$ cat src/sv/npra_pkg.sv
// Shared constants, types and state encoding of the polynomial ring unit.
// No dependencies; used by the reducer, the top level and the checker through scoped names.
package npra_pkg;

    // ring and modulus
    localparam int RING_DEGREE = 64;
    localparam int MODULUS     = 3329;
    localparam int COEF_W      = $clog2(MODULUS);
    localparam int IDX_W       = $clog2(RING_DEGREE);
    localparam int LIDX_W      = $clog2(RING_DEGREE + 1);

    // port widths
    localparam int IN_W   = 32;
    localparam int RES_W  = 12;
    localparam int ADDR_W = 3;
    localparam int DATA_W = 32;
    localparam int OP_W   = 2;
    localparam int REG_IDX_W = ADDR_W - 2;

    // signed sum of N products, each below Q*Q
    localparam int ACC_W   = 2 * COEF_W + $clog2(RING_DEGREE) + 1;

    // digit-serial reducer sizing
    localparam int DIGIT_W = 4;
    localparam int RED_RAW = (ACC_W > IN_W) ? ACC_W : IN_W;
    localparam int RED_W   = ((RED_RAW + DIGIT_W - 1) / DIGIT_W) * DIGIT_W;
    localparam int DIGITS  = RED_W / DIGIT_W;
    localparam int DCNT_W  = $clog2(DIGITS);
    // 2^RED_W mod Q, taken off the unsigned remainder of a negative word
    localparam logic [COEF_W-1:0] RED_CORR = COEF_W'((64'd1 << RED_W) % 64'(MODULUS));

    // operation codes
    localparam logic [OP_W-1:0] OP_ADD = 2'd0;
    localparam logic [OP_W-1:0] OP_SUB = 2'd1;
    localparam logic [OP_W-1:0] OP_MUL = 2'd2;

    // register word index
    localparam logic [REG_IDX_W-1:0] REG_OP_MODE = 1'b0;

    // sequencer states
    typedef enum logic [2:0] {
        S_IDLE,
        S_LOAD_RED,
        S_EW_RD,
        S_EW_OUT,
        S_MUL,
        S_MUL_WAIT,
        S_MUL_OUT
    } t_state;

    // reducer request and response
    typedef struct packed {
        logic             start;
        logic [RED_W-1:0] value;
    } t_red_req;

    typedef struct packed {
        logic              done;
        logic [COEF_W-1:0] result;
    } t_red_rsp;

endpackage

$ cat src/sv/npra_ram.sv
// Generic single-write, single-read synchronous RAM with registered read.
// No dependencies.
module npra_ram #(
    parameter int WIDTH = 12,
    parameter int DEPTH = 64,
    localparam int AW   = $clog2(DEPTH)
) (
    input  logic             i_clk,
    input  logic             i_we,
    input  logic [AW-1:0]    i_waddr,
    input  logic [WIDTH-1:0] i_wdata,
    input  logic [AW-1:0]    i_raddr,
    output logic [WIDTH-1:0] o_rdata
);

    logic [WIDTH-1:0] r_mem [DEPTH];
    logic [WIDTH-1:0] r_rdata;

    // write port and registered read port
    always_ff @(posedge i_clk) begin
        if (i_we) begin
            r_mem[i_waddr] <= i_wdata;
        end
        r_rdata <= r_mem[i_raddr];
    end

    assign o_rdata = r_rdata;

endmodule

$ cat src/sv/npra_reduce.sv
// Digit-serial reduction of a two's complement word modulo Q.
// Depends on npra_pkg. Four bits per cycle from the top, then a sign fix.
module npra_reduce (
    input  logic              i_clk,
    input  logic              i_rst_n,
    input  npra_pkg::t_red_req i_req,
    output npra_pkg::t_red_rsp o_rsp
);

    localparam int TW = npra_pkg::COEF_W + npra_pkg::DIGIT_W;
    localparam logic [TW-1:0] Q_T = TW'(npra_pkg::MODULUS);
    localparam logic [npra_pkg::COEF_W:0] Q_W1 = (npra_pkg::COEF_W + 1)'(npra_pkg::MODULUS);

    logic                          r_busy;
    logic                          r_fix;
    logic                          r_done;
    logic [npra_pkg::DCNT_W-1:0]   r_cnt;
    logic [npra_pkg::RED_W-1:0]    r_shift;
    logic                          r_neg;
    logic [npra_pkg::COEF_W-1:0]   r_rem;
    logic [npra_pkg::COEF_W-1:0]   r_res;
    logic [npra_pkg::COEF_W:0]     w_fix;

    // rem*16 + digit, brought back below Q by binary compare-subtract
    function automatic logic [npra_pkg::COEF_W-1:0] digit_step(
        input logic [npra_pkg::COEF_W-1:0]  rem,
        input logic [npra_pkg::DIGIT_W-1:0] dig
    );
        logic [TW-1:0] t;
        t = {rem, dig};
        for (int s = npra_pkg::DIGIT_W - 1; s >= 0; s--) begin
            if (t >= (Q_T << s)) begin
                t = t - (Q_T << s);
            end
        end
        return t[npra_pkg::COEF_W-1:0];
    endfunction

    // negative word: subtract 2^RED_W mod Q
    always_comb begin
        if (!r_neg || (r_rem >= npra_pkg::RED_CORR)) begin
            w_fix = {1'b0, r_rem} - {1'b0, (r_neg ? npra_pkg::RED_CORR : '0)};
        end else begin
            w_fix = {1'b0, r_rem} + Q_W1 - {1'b0, npra_pkg::RED_CORR};
        end
    end

    // control
    always_ff @(posedge i_clk) begin
        if (!i_rst_n) begin
            r_busy <= 1'b0;
            r_fix  <= 1'b0;
            r_done <= 1'b0;
        end else begin
            r_done <= 1'b0;
            if (i_req.start) begin
                r_busy <= 1'b1;
                r_fix  <= 1'b0;
            end else if (r_busy) begin
                if (r_cnt == npra_pkg::DCNT_W'(npra_pkg::DIGITS - 1)) begin
                    r_busy <= 1'b0;
                    r_fix  <= 1'b1;
                end
            end else if (r_fix) begin
                r_fix  <= 1'b0;
                r_done <= 1'b1;
            end
        end
    end

    // datapath
    always_ff @(posedge i_clk) begin
        if (i_req.start) begin
            r_cnt   <= '0;
            r_shift <= i_req.value;
            r_neg   <= i_req.value[npra_pkg::RED_W-1];
            r_rem   <= '0;
        end else if (r_busy) begin
            r_cnt   <= r_cnt + 1'b1;
            r_shift <= r_shift << npra_pkg::DIGIT_W;
            r_rem   <= digit_step(r_rem,
                                  r_shift[npra_pkg::RED_W-1 -: npra_pkg::DIGIT_W]);
        end
        if (r_fix) begin
            r_res <= w_fix[npra_pkg::COEF_W-1:0];
        end
    end

    assign o_rsp.done   = r_done;
    assign o_rsp.result = r_res;

endmodule

$ cat src/sv/negacyclic_poly_ring_alu.sv
// Polynomial ring unit over Z_Q[x]/(x^N+1): add, subtract, negacyclic multiply.
// Depends on npra_pkg, npra_ram and npra_reduce.
//
// Input channel (i_in_valid / o_in_stall) carries coefficient pairs, lowest
// index first; i_load_last marks the final pair and starts the operation.
// Each pair is reduced mod Q on entry by two digit-serial reducers; the input
// stays stalled through the 8 digit steps, a sign fix and the store write.
// Operands sit in two RAMs of N entries with a registered read.
// Add and subtract read each coefficient pair and load its result into the
// output register before the next read. Multiply computes each output
// coefficient as N multiply-accumulates through one shared multiplier,
// then reduces the sum in reducer A before the next coefficient starts.
// Results leave on o_out_valid / i_out_stall through one output register;
// a stall holds the register, and the sequencer waits with its next result
// until it drains; the next pair is taken once the last result is registered.
// Reset (synchronous, active low) sets op_mode to multiply and the load
// index to zero; operand RAM contents are undefined until written.
// op_mode is written through the APB port at byte address 0.
module negacyclic_poly_ring_alu (
    input  logic                                i_clk,
    input  logic                                i_rst_n,
    // input channel
    input  logic                                i_in_valid,
    output logic                                o_in_stall,
    input  logic signed [npra_pkg::IN_W-1:0]    i_a_coeff,
    input  logic signed [npra_pkg::IN_W-1:0]    i_b_coeff,
    input  logic                                i_load_last,
    // output channel
    output logic                                o_out_valid,
    input  logic                                i_out_stall,
    output logic [npra_pkg::RES_W-1:0]          o_result_coeff,
    output logic                                o_result_last,
    // configuration port
    input  logic                                psel,
    input  logic                                penable,
    input  logic                                pwrite,
    input  logic [npra_pkg::ADDR_W-1:0]         paddr,
    input  logic [npra_pkg::DATA_W-1:0]         pwdata,
    output logic [npra_pkg::DATA_W-1:0]         prdata,
    output logic                                pready
);

    localparam int CW = npra_pkg::COEF_W;
    localparam int IW = npra_pkg::IDX_W;
    localparam logic [CW:0] Q_W1 = (CW + 1)'(npra_pkg::MODULUS);
    localparam logic [IW-1:0] IDX_LAST = IW'(npra_pkg::RING_DEGREE - 1);

    npra_pkg::t_state r_state, n_state;

    logic [npra_pkg::OP_W-1:0]   r_op_mode;
    logic [npra_pkg::LIDX_W-1:0] r_load_idx, n_load_idx;
    logic [IW-1:0]               r_k, n_k;
    logic [IW-1:0]               r_i, n_i;
    logic                        r_last;

    // multiply pipeline
    logic                         r_s1_vld, r_s1_neg, r_s1_end;
    logic                         r_s2_vld, r_s2_neg, r_s2_end;
    logic [2*CW-1:0]              r_prod;
    logic signed [npra_pkg::ACC_W-1:0] r_acc;
    logic signed [npra_pkg::ACC_W-1:0] w_prod_ext, w_sum;

    // output register
    logic          r_out_valid, n_out_valid;
    logic [CW-1:0] r_out_coeff, n_out_coeff;
    logic          r_out_last, n_out_last;

    logic w_in_accept, w_out_free, w_out_load, w_is_mul, w_issue;
    logic w_k_last, w_i_last, w_we, w_cfg_wr;

    logic [IW-1:0] w_a_raddr, w_b_raddr, w_j;
    logic [IW:0]   w_j_wide;
    logic [CW-1:0] w_a_rd, w_b_rd, w_ew_res, w_out_data;
    logic [CW:0]   w_add_raw, w_sub_raw;

    npra_pkg::t_red_req w_req_a, w_req_b;
    npra_pkg::t_red_rsp w_rsp_a, w_rsp_b;

    // operand stores
    npra_ram #(.WIDTH(CW), .DEPTH(npra_pkg::RING_DEGREE)) u_ram_a (
        .i_clk   (i_clk),
        .i_we    (w_we),
        .i_waddr (r_load_idx[IW-1:0]),
        .i_wdata (w_rsp_a.result),
        .i_raddr (w_a_raddr),
        .o_rdata (w_a_rd)
    );

    npra_ram #(.WIDTH(CW), .DEPTH(npra_pkg::RING_DEGREE)) u_ram_b (
        .i_clk   (i_clk),
        .i_we    (w_we),
        .i_waddr (r_load_idx[IW-1:0]),
        .i_wdata (w_rsp_b.result),
        .i_raddr (w_b_raddr),
        .o_rdata (w_b_rd)
    );

    // reducers: A also reduces the multiply sums
    npra_reduce u_red_a (
        .i_clk   (i_clk),
        .i_rst_n (i_rst_n),
        .i_req   (w_req_a),
        .o_rsp   (w_rsp_a)
    );

    npra_reduce u_red_b (
        .i_clk   (i_clk),
        .i_rst_n (i_rst_n),
        .i_req   (w_req_b),
        .o_rsp   (w_rsp_b)
    );

    // handshakes
    assign o_in_stall  = (r_state != npra_pkg::S_IDLE);
    assign w_in_accept = i_in_valid && !o_in_stall;
    assign w_out_free  = !r_out_valid || !i_out_stall;

    assign w_k_last = (r_k == IDX_LAST);
    assign w_i_last = (r_i == IDX_LAST);

    // mode decode; the spare code multiplies
    always_comb begin
        case (r_op_mode)
            npra_pkg::OP_ADD: w_is_mul = 1'b0;
            npra_pkg::OP_SUB: w_is_mul = 1'b0;
            default:          w_is_mul = 1'b1;
        endcase
    end

    // coefficient-wise add and subtract
    always_comb begin
        w_add_raw = {1'b0, w_a_rd} + {1'b0, w_b_rd};
        if (w_add_raw >= Q_W1) begin
            w_add_raw = w_add_raw - Q_W1;
        end
        if (w_a_rd >= w_b_rd) begin
            w_sub_raw = {1'b0, w_a_rd} - {1'b0, w_b_rd};
        end else begin
            w_sub_raw = {1'b0, w_a_rd} + Q_W1 - {1'b0, w_b_rd};
        end
        case (r_op_mode)
            npra_pkg::OP_SUB: w_ew_res = w_sub_raw[CW-1:0];
            default:          w_ew_res = w_add_raw[CW-1:0];
        endcase
    end

    // partner index j = (k - i) mod N
    assign w_j_wide = {1'b0, r_k} - {1'b0, r_i}
                      + ((r_i > r_k) ? (IW + 1)'(npra_pkg::RING_DEGREE) : '0);
    assign w_j      = w_j_wide[IW-1:0];

    // RAM read addresses
    assign w_a_raddr = (r_state == npra_pkg::S_MUL) ? r_i : r_k;
    assign w_b_raddr = (r_state == npra_pkg::S_MUL) ? w_j : r_k;

    // accumulate: wrapped products are subtracted
    assign w_prod_ext = $signed(npra_pkg::ACC_W'(r_prod));
    assign w_sum      = r_s2_neg ? (r_acc - w_prod_ext) : (r_acc + w_prod_ext);

    // reducer requests
    assign w_req_a.start = w_in_accept || (r_s2_vld && r_s2_end);
    assign w_req_a.value = w_in_accept ? npra_pkg::RED_W'(i_a_coeff)
                                       : npra_pkg::RED_W'(w_sum);
    assign w_req_b.start = w_in_accept;
    assign w_req_b.value = npra_pkg::RED_W'(i_b_coeff);

    // store write once the reduced pair is ready
    assign w_we = (r_state == npra_pkg::S_LOAD_RED) && w_rsp_a.done
                  && (r_load_idx < npra_pkg::LIDX_W'(npra_pkg::RING_DEGREE));

    // sequencer next state
    always_comb begin
        n_state    = r_state;
        n_load_idx = r_load_idx;
        n_k        = r_k;
        n_i        = r_i;
        w_issue    = 1'b0;
        w_out_load = 1'b0;
        w_out_data = w_ew_res;
        case (r_state)
            npra_pkg::S_IDLE: begin
                if (w_in_accept) begin
                    n_state = npra_pkg::S_LOAD_RED;
                end
            end
            npra_pkg::S_LOAD_RED: begin
                if (w_rsp_a.done) begin
                    if (w_we) begin
                        n_load_idx = r_load_idx + 1'b1;
                    end
                    if (r_last) begin
                        n_load_idx = '0;
                        n_k        = '0;
                        n_i        = '0;
                        n_state    = w_is_mul ? npra_pkg::S_MUL : npra_pkg::S_EW_RD;
                    end else begin
                        n_state = npra_pkg::S_IDLE;
                    end
                end
            end
            npra_pkg::S_EW_RD: begin
                n_state = npra_pkg::S_EW_OUT;
            end
            npra_pkg::S_EW_OUT: begin
                if (w_out_free) begin
                    w_out_load = 1'b1;
                    if (w_k_last) begin
                        n_state = npra_pkg::S_IDLE;
                    end else begin
                        n_k     = r_k + 1'b1;
                        n_state = npra_pkg::S_EW_RD;
                    end
                end
            end
            npra_pkg::S_MUL: begin
                w_issue = 1'b1;
                if (w_i_last) begin
                    n_i     = '0;
                    n_state = npra_pkg::S_MUL_WAIT;
                end else begin
                    n_i = r_i + 1'b1;
                end
            end
            npra_pkg::S_MUL_WAIT: begin
                if (w_rsp_a.done) begin
                    n_state = npra_pkg::S_MUL_OUT;
                end
            end
            npra_pkg::S_MUL_OUT: begin
                w_out_data = w_rsp_a.result;
                if (w_out_free) begin
                    w_out_load = 1'b1;
                    if (w_k_last) begin
                        n_state = npra_pkg::S_IDLE;
                    end else begin
                        n_k     = r_k + 1'b1;
                        n_state = npra_pkg::S_MUL;
                    end
                end
            end
            default: begin
                n_state = npra_pkg::S_IDLE;
            end
        endcase
    end

    // output register next value
    always_comb begin
        n_out_coeff = r_out_coeff;
        n_out_last  = r_out_last;
        if (w_out_load) begin
            n_out_valid = 1'b1;
            n_out_coeff = w_out_data;
            n_out_last  = w_k_last;
        end else if (!i_out_stall) begin
            n_out_valid = 1'b0;
        end else begin
            n_out_valid = r_out_valid;
        end
    end

    // configuration write
    assign w_cfg_wr = psel && penable && pwrite && pready;

    // control registers
    always_ff @(posedge i_clk) begin
        if (!i_rst_n) begin
            r_state     <= npra_pkg::S_IDLE;
            r_op_mode   <= npra_pkg::OP_MUL;
            r_load_idx  <= '0;
            r_k         <= '0;
            r_i         <= '0;
            r_s1_vld    <= 1'b0;
            r_s2_vld    <= 1'b0;
            r_acc       <= '0;
            r_out_valid <= 1'b0;
        end else begin
            r_state     <= n_state;
            r_load_idx  <= n_load_idx;
            r_k         <= n_k;
            r_i         <= n_i;
            r_s1_vld    <= w_issue;
            r_s2_vld    <= r_s1_vld;
            r_out_valid <= n_out_valid;
            if (w_cfg_wr && (paddr[npra_pkg::ADDR_W-1:2] == npra_pkg::REG_OP_MODE)) begin
                r_op_mode <= pwdata[npra_pkg::OP_W-1:0];
            end
            if (r_s2_vld) begin
                r_acc <= r_s2_end ? '0 : w_sum;
            end
        end
    end

    // payload registers
    always_ff @(posedge i_clk) begin
        if (w_in_accept) begin
            r_last <= i_load_last;
        end
        r_s1_neg    <= (r_i > r_k);
        r_s1_end    <= w_i_last;
        r_s2_neg    <= r_s1_neg;
        r_s2_end    <= r_s1_end;
        r_prod      <= (2 * CW)'(w_a_rd) * (2 * CW)'(w_b_rd);
        r_out_coeff <= n_out_coeff;
        r_out_last  <= n_out_last;
    end

    // ports
    assign o_out_valid    = r_out_valid;
    assign o_result_coeff = npra_pkg::RES_W'(r_out_coeff);
    assign o_result_last  = r_out_last;
    assign pready         = 1'b1;
    assign prdata = (paddr[npra_pkg::ADDR_W-1:2] == npra_pkg::REG_OP_MODE)
                    ? npra_pkg::DATA_W'(r_op_mode) : '0;

endmodule

$ cat config.mk
export PLATFORM = sky130hd
export DESIGN_NAME = negacyclic_poly_ring_alu
export DESIGN_NICKNAME = d
export VERILOG_FILES = /design/src/sv/npra_pkg.sv /design/src/sv/npra_ram.sv /design/src/sv/npra_reduce.sv /design/src/sv/negacyclic_poly_ring_alu.sv
export SDC_FILE = /design/constraint.sdc
export NUM_CORES = 2
export LEC_CHECK = 0
export ABC_AREA = 1
export BUFFER_PORTS_ARGS = -buffer_cell sky130_fd_sc_hd__buf_2
export CAP_MARGIN = 40
export CORE_MARGIN = 2
export CORE_UTILIZATION = 63
export DETAILED_ROUTE_END_ITERATION = 8
export HOLD_SLACK_MARGIN = 0.12
export PLACE_DENSITY = 0.82
export SKIP_CTS_REPAIR_TIMING = 1
export SLEW_MARGIN = 10
export SYNTH_ARGS = -nofsm -noshare
export SYNTH_HDL_FRONTEND = slang
export SYNTH_SLANG_ARGS = --single-unit
$ cat constraint.sdc
create_clock -name i_clk -period 7.36 [get_ports i_clk]
set_clock_uncertainty 0.05 [all_clocks]
set_input_delay 1.104 -clock i_clk [delete_from_list [all_inputs] [get_ports i_clk]]
set_output_delay 1.104 -clock i_clk [all_outputs]
set_load 0.03 [all_outputs]
Word level (Yosys, flattened, before mapping)
Memories as Yosys holds them, arrays and structs flattened. A register that Yosys moved wholly into a read port is not among the register bits.
Cells that the tools add are included.
- $add $sub $neg: 28
- multiply operators: 1
- divide/modulo/power cells: 0
- $lt $le $gt $ge: 14
- equality and inequality tests: 21
- shift-type cells: 0
- multiplexer cells: 72
- bitwise logic cells: 4
- reductions and logical operators: 33
- operators with widths (kind ; count):
    $mux 16 ; 18
    $mux 32 ; 5
    $mux 12 ; 8
    $mux 31 ; 2
    $sub 12x12->12 ; 4
    $mux 6 ; 7
    $add 12x12->12 const B ; 3
    $sub 12x12->12 const B ; 3
    $ge 16x12->1 const B ; 2
    $ge 16x13->1 const B ; 2
    $ge 16x14->1 const B ; 2
    $ge 16x15->1 const B ; 2
    $sub 16x13->16 const B ; 2
    $sub 16x14->16 const B ; 2
    $sub 16x15->16 const B ; 2
    $add 31x25->31 ; 1
    $sub 31x25->31 ; 1
    $mux 3 ; 9
    $ge 12x11->1 const B ; 2
    $mul 12x12->24 ; 1
    $pmux 6 s2 ; 2
    $sub 12x11->12 const B ; 2
    $mux 11 ; 2
    $pmux 3 s7 ; 1
    other kinds (33) ; 88
- register bits after elaboration: 225
- bits in latches: 0
- bits in writable memories: 1536
- bits in read-only memories: 0
- bits of input ports: 107
- word-level logic and storage cells: 207
- memories kept: 2
- memories (name ; words ; width ; rd ports ; clocked after memory_dff ; write ports ; RTL line ; text):
    u_ram_a.r_mem ; 64 ; 12 ; 1 ; 1 ; 1 ; npra_ram.sv:16 ; logic [WIDTH-1:0] r_mem [DEPTH];
    u_ram_b.r_mem ; 64 ; 12 ; 1 ; 1 ; 1 ; npra_ram.sv:16 ;

Logic depth before layout (Yosys ltp)
- depth after elaboration: 15
- depth in mapped cells: 41
- depth with buffers taken out: 39

Modules after synthesis
Synthesis repeated with hierarchy kept, for this count alone.
- cell total of the unflattened synthesis: 8873
- area total of the unflattened synthesis: 87815.5 µm²
- modules (own cells, without submodules) (module ; times used ; cells each ; area an instance (µm²) ; sequential area each (µm²)):
    npra_ram ; 2 ; 2661 ; 31675.4 ; 23302.3
    negacyclic_poly_ring_alu ; 1 ; 2054 ; 14088.5 ; 2142.1
    npra_reduce at u_red_a ; 1 ; 759 ; 5306.3 ; 1711.6
    npra_reduce at u_red_b ; 1 ; 738 ; 5069.9 ; 1711.6

Worst setup path before layout
Ideal clock, no wire load.
- kind: reg2reg
- start: register u_ram_b.r_rdata[3], in the netlist u_ram_b.o_rdata[3], read port of u_ram_b.r_mem
- end: register r_prod[22]
- arrival: 5150 ps
- required time: 7192 ps
- setup slack: 2042 ps
- cell stages (with the launch flop): 26
- path buffers: 1
- path through: dfxtp_1 clkbuf_1 nand2_1 fa_1 inv_1 fa_1 fa_1 fa_1 fa_1 ha_1 nand2_1 o21ai_0 a21oi_1 o21bai_1 a21oi_1 inv_1 a21oi_1 o21ai_0 nand3_1 nand2_1 nand3_1 nand2_1 a21oi_1 nor2_1 nor2_1 xnor2_1
- word-level cells in the longest chain between the ends: 1
- ends and longest elaborated chain (element ; RTL line ; text):
    start, declared ; npra_ram.sv:17 ; logic [WIDTH-1:0] r_rdata;
    $mul 12x12->24 ; negacyclic_poly_ring_alu.sv:303 ; r_prod <= (2 * CW)'(w_a_rd) * (2 * CW)'(w_b_rd);
    end signal, assigned ; negacyclic_poly_ring_alu.sv:303 ;
    end, declared ; negacyclic_poly_ring_alu.sv:59 ; logic [2*CW-1:0] r_prod;
Every way passes these cells.
A chain may end at the register's enable or synchronous reset.

Final worst setup path
- start: register u_ram_a.r_rdata[5], in the netlist u_ram_a.o_rdata[5], read port of u_ram_a.r_mem
- end: register r_prod[22]
- word-level cells in the longest chain between the ends: 1
- ends and longest elaborated chain (element ; RTL line):
    start, declared ; npra_ram.sv:17
    $mul 12x12->24 ; negacyclic_poly_ring_alu.sv:303
Every way passes these cells.

==> run summary <==
The run finished with clean final reports. The initialized floorplan defines 133 standard-cell rows. Timing would allow up to 0.168 GHz.

Worst-skew pair later-pin latency: 0.81 ns. The commonest non-fill, non-tap cell in the layout was sky130_fd_sc_hd__edfxtp_1. The worst register-to-register path has a setup slack of 1.40 ns.

The detail route stage leaves a number of antenna-violating nets equal to 0. The run gives 7396 as the number of cells produced by synthesis. The final standard cell utilization of the core is 0.696, and the distinct cell type count after synthesis is 64. Summed over all nets, wire length on met3 after detailed routing comes to 24500 um. The worst max-slew margin expressed relative to the limit came out at 0.372.

Max-cap violations in this run came to 0. The dominant cell type by area after synthesis is sky130_fd_sc_hd__edfxtp_1. The global-route wire length before repair is 325000 um. Summed over all layers, the global routing overflow is 0.

Share of flip-flops with an asynchronous set or reset: 0. The synthesized area per cell was 11.2 um2. Sorting the synthesized cells by area gives the leading types as sky130_fd_sc_hd__edfxtp_1 59%, sky130_fd_sc_hd__nor2_1 5.0%, sky130_fd_sc_hd__nand2_1 4.3%. The logs give 98800 um for the detailed-routed wire length on met2 and 8273 for the violation count after the first detailed-route iteration. TritonCTS built the clock tree.

At the end of the flow, the number of nets in the layout was 7796. The run gives 0 as the number of hold violations in the final report. The critical path capture point type was a flop.

For the largest net degree at the start of global routing, the log shows 193. Number of antenna violations at the first check in global routing: 2. In the layout the commonest cells are 1640 x sky130_fd_sc_hd__edfxtp_1, 1041 x sky130_fd_sc_hd__nor2_1, 955 x sky130_fd_sc_hd__nand2_1, 637 x sky130_fd_sc_hd__o21ai_0, 488 x sky130_fd_sc_hd__inv_1. Classification of the worst-slack hold path: flop to flop.

The routability congestion estimate is 0.919, and the power after layout is 0.0449 W. The number of global-route vias before repair is 56600, and the total of warnings raised by yosys is 0. OpenSTA, run right after detailed placement, puts the worst setup slack at 1.47 ns. The horizontal die dimension was 367 um. The most critical setup path has its startpoint at u_ram_a.o_rdata[5].

The top fanout value on the critical path was 14. Setup repair after global routing left no endpoint under its margin. The worst path setup slack after routing was 1.40 ns; the half-perimeter wire length after detailed placement was 124000 um. The floorplan step defined a die boundary enclosing 135000 um2.

VDD sags by at most 1810 uV. In this run the critical register-to-register path is launched from u_ram_a.o_rdata[5]. The tools report the initial core utilization as 0.633. The critical path is of the flop to flop type.

The nature of the critical path startpoint is a flop. After routing, the total negative slack on setup checks comes to 0 ns. The core region is 131000 um2. The clock drives 1785 sinks.

In this run the top signal layer used is met4. 155 I/O pins were placed. The layout-stage area growth over the synthesis result was 9.81%; the power density over the cells was 492 nW/um2.

For this run, the detailed router's first-pass iteration total came to 8. Setup violations remaining at the end of the flow were counted as 0. The run gives 0.628 as the proportion of synthesized chip area in sequential cells. The depth of the CTS H-tree was 4. The DRC violations left was 0; the standby leakage power was 33.4 nW.

Counting flops and latches in the post-synthesis netlist gives 1785. The run gives 81500 um as the met1 wire length. Summing over every cut layer, the via total after detailed routing is 59000. In this run the deepest clock path goes through 3 buffers. The ratio of cells with drive above 1 in the final layout was 0.0900; the die outline height was 367 um. The routed length per instance is 23.2 um, and the area share of the largest cell type after synthesis is 0.593.

In this run, synthesis inferred 1640 flip-flops with an integrated enable. The logs give 8.00 ns for the data required time of the critical path and 0.314 for the global-route total usage across every layer. The tools report the startpoint of the most critical hold path as r_s1_neg. The mapped netlist covers 83100 um2.

The cell count of the worst reg-to-reg path is 24, and the clock-pin slew of the registers on the worst-case setup and hold paths is 0.06 ns. The tools report the end point of the critical path as r_prod[22]. The tree is rooted in a sky130_fd_sc_hd__clkbuf_16. The total length of routed wires is 215000 um, and the via-per-instance ratio is 6.35. Slew at the pin closest to its max-slew limit: 0.942 ns. The repair_antennas step left the layout with diodes totalling 0. The flip-flop cell with the highest count after synthesis was sky130_fd_sc_hd__edfxtp_1. The max-slew violation count came out at 0. The share of the clock period used by the worst path after layout is 0.809, and the minimum period implied by the final worst setup slack is 5.96 ns. The endpoint identified for the worst register-to-register timing path is r_prod[22].

In this run, CTS created clock tree buffers numbering 172. Data on the critical path arrives at its endpoint at 6.60 ns. During placement, the flow inserted port buffers numbering 91.
sequential cells by signal, indices dropped and copies added (netlist names), 24 cells and up:
signal,count
r_prod,24
u_ram_a.r_mem,768
u_red_a.r_shift,32
u_red_b.r_shift,32
u_ram_b.r_mem,768
r_acc,31
where the power goes:
part | leakage [nW] | internal (W) | switching [W]
logic | 14.7 | 0.00898 | 0.0148
clock network | 2.69 | 0.00490 | 0.00380
registers | 16.0 | 0.0118 | 0.000589
total | 33.4 | 0.0257 | 0.0192
worst max-delay path, cell delays in order (launching register included):
cell                       delay, ns
sky130_fd_sc_hd__dfxtp_1        0.74
sky130_fd_sc_hd__nand2_1        0.17
sky130_fd_sc_hd__fa_1           0.57
sky130_fd_sc_hd__inv_1          0.07
sky130_fd_sc_hd__fa_1           0.41
sky130_fd_sc_hd__fa_1           0.49
sky130_fd_sc_hd__fa_1           0.58
sky130_fd_sc_hd__fa_1           0.42
sky130_fd_sc_hd__ha_1           0.36
sky130_fd_sc_hd__nand2_1        0.06
sky130_fd_sc_hd__o21ai_0        0.29
sky130_fd_sc_hd__a21oi_1        0.12
sky130_fd_sc_hd__o21bai_1       0.21
sky130_fd_sc_hd__a21oi_1        0.10
sky130_fd_sc_hd__inv_1          0.06
sky130_fd_sc_hd__a21oi_1        0.09
sky130_fd_sc_hd__o21ai_0        0.29
sky130_fd_sc_hd__nand3_1        0.11
sky130_fd_sc_hd__nand2_1        0.11
sky130_fd_sc_hd__nand3_1        0.07
sky130_fd_sc_hd__nand2_1        0.12
sky130_fd_sc_hd__a21oi_1        0.08
sky130_fd_sc_hd__nor2_1         0.10
sky130_fd_sc_hd__nor2_1         0.06
sky130_fd_sc_hd__xnor2_1        0.12
layer usage:
layer	track usage	vias to the layer above
met2	0.490	3708
met1	0.428	28300
met4	0.151	0
met3	0.0583	555
met5	0	-
li1	-	26400
layout make-up:
class	count	area (um2)
Sequential cell	1785	52200
Fill cell	8741	39900
Multi-Input combinational cell	4666	27400
Clock buffer	212	4620
Tap cell	1755	2200
Inverter	531	2030
Timing Repair Buffer	240	1870
Clock inverter	101	930
kinds of logic (layout without fill, tap and decap cells):
group | Yosys count | after routing | synth area share
adders and majority gates | 293 | 293 | 0.0543
AOI/OAI and AO/OA | 1555 | 1555 | 0.121
other | 2 | 31 | 0.0000904
xor gates and xnor gates | 171 | 171 | 0.0183
DFF | 1785 | 1785 | 0.628
buffers and inverters | 974 | 1084 | 0.0465
muxes | 24 | 24 | 0.00289
and+or+nand+nor | 2592 | 2592 | 0.129
synthesized netlist by cell type, drive strengths merged, types with 3 or more instances:
master and count:
nand4 51, and2 3, o211ai 178, nand3b 3, a31oi 12, o22ai 63, nor3b 3, fa 112
nand2 989, a22oi 5, mux2i 24, o31ai 8, ha 181, a21boi 13, xnor2 32, xor2 139
clkbuf 361, or2 5, a22o 4, o21ai 662, o221ai 120, nand3 364, clkinv 4, a211oi 8
o21bai 109, o32ai 115, a32oi 3, edfxtp 1640, buf 82, o311ai 97, nor2 1122, inv 527
o21a 3, nor4 4, dfxtp 145, nor3 46, a21oi 147
per-stage QoR:
| step | instances | cell area, um2 | hold slack, ns |
|---|---|---|---|
| after floorplan | 7425 | 83200 | 0.260 |
| after global placement | 8963 | 85400 | 0.262 |
| after detailed placement | 8977 | 85700 | 0.265 |
| after CTS | 9290 | 91200 | 0.278 |
| after global routing | 9290 | 91200 | 0.285 |
| final | 9290 | 91200 | 0.276 |
worst min path at each step:
stage,cells after the start,slack (ns),endpoint
finish,0,0.28,r_s2_neg
global placement,0,0.26,r_s2_end
global route,0,0.29,r_s2_end
floorplan,0,0.26,r_s2_end
CTS,0,0.28,r_s2_neg
detailed placement,0,0.26,r_s2_neg
(Power assumes the default switching activity.)
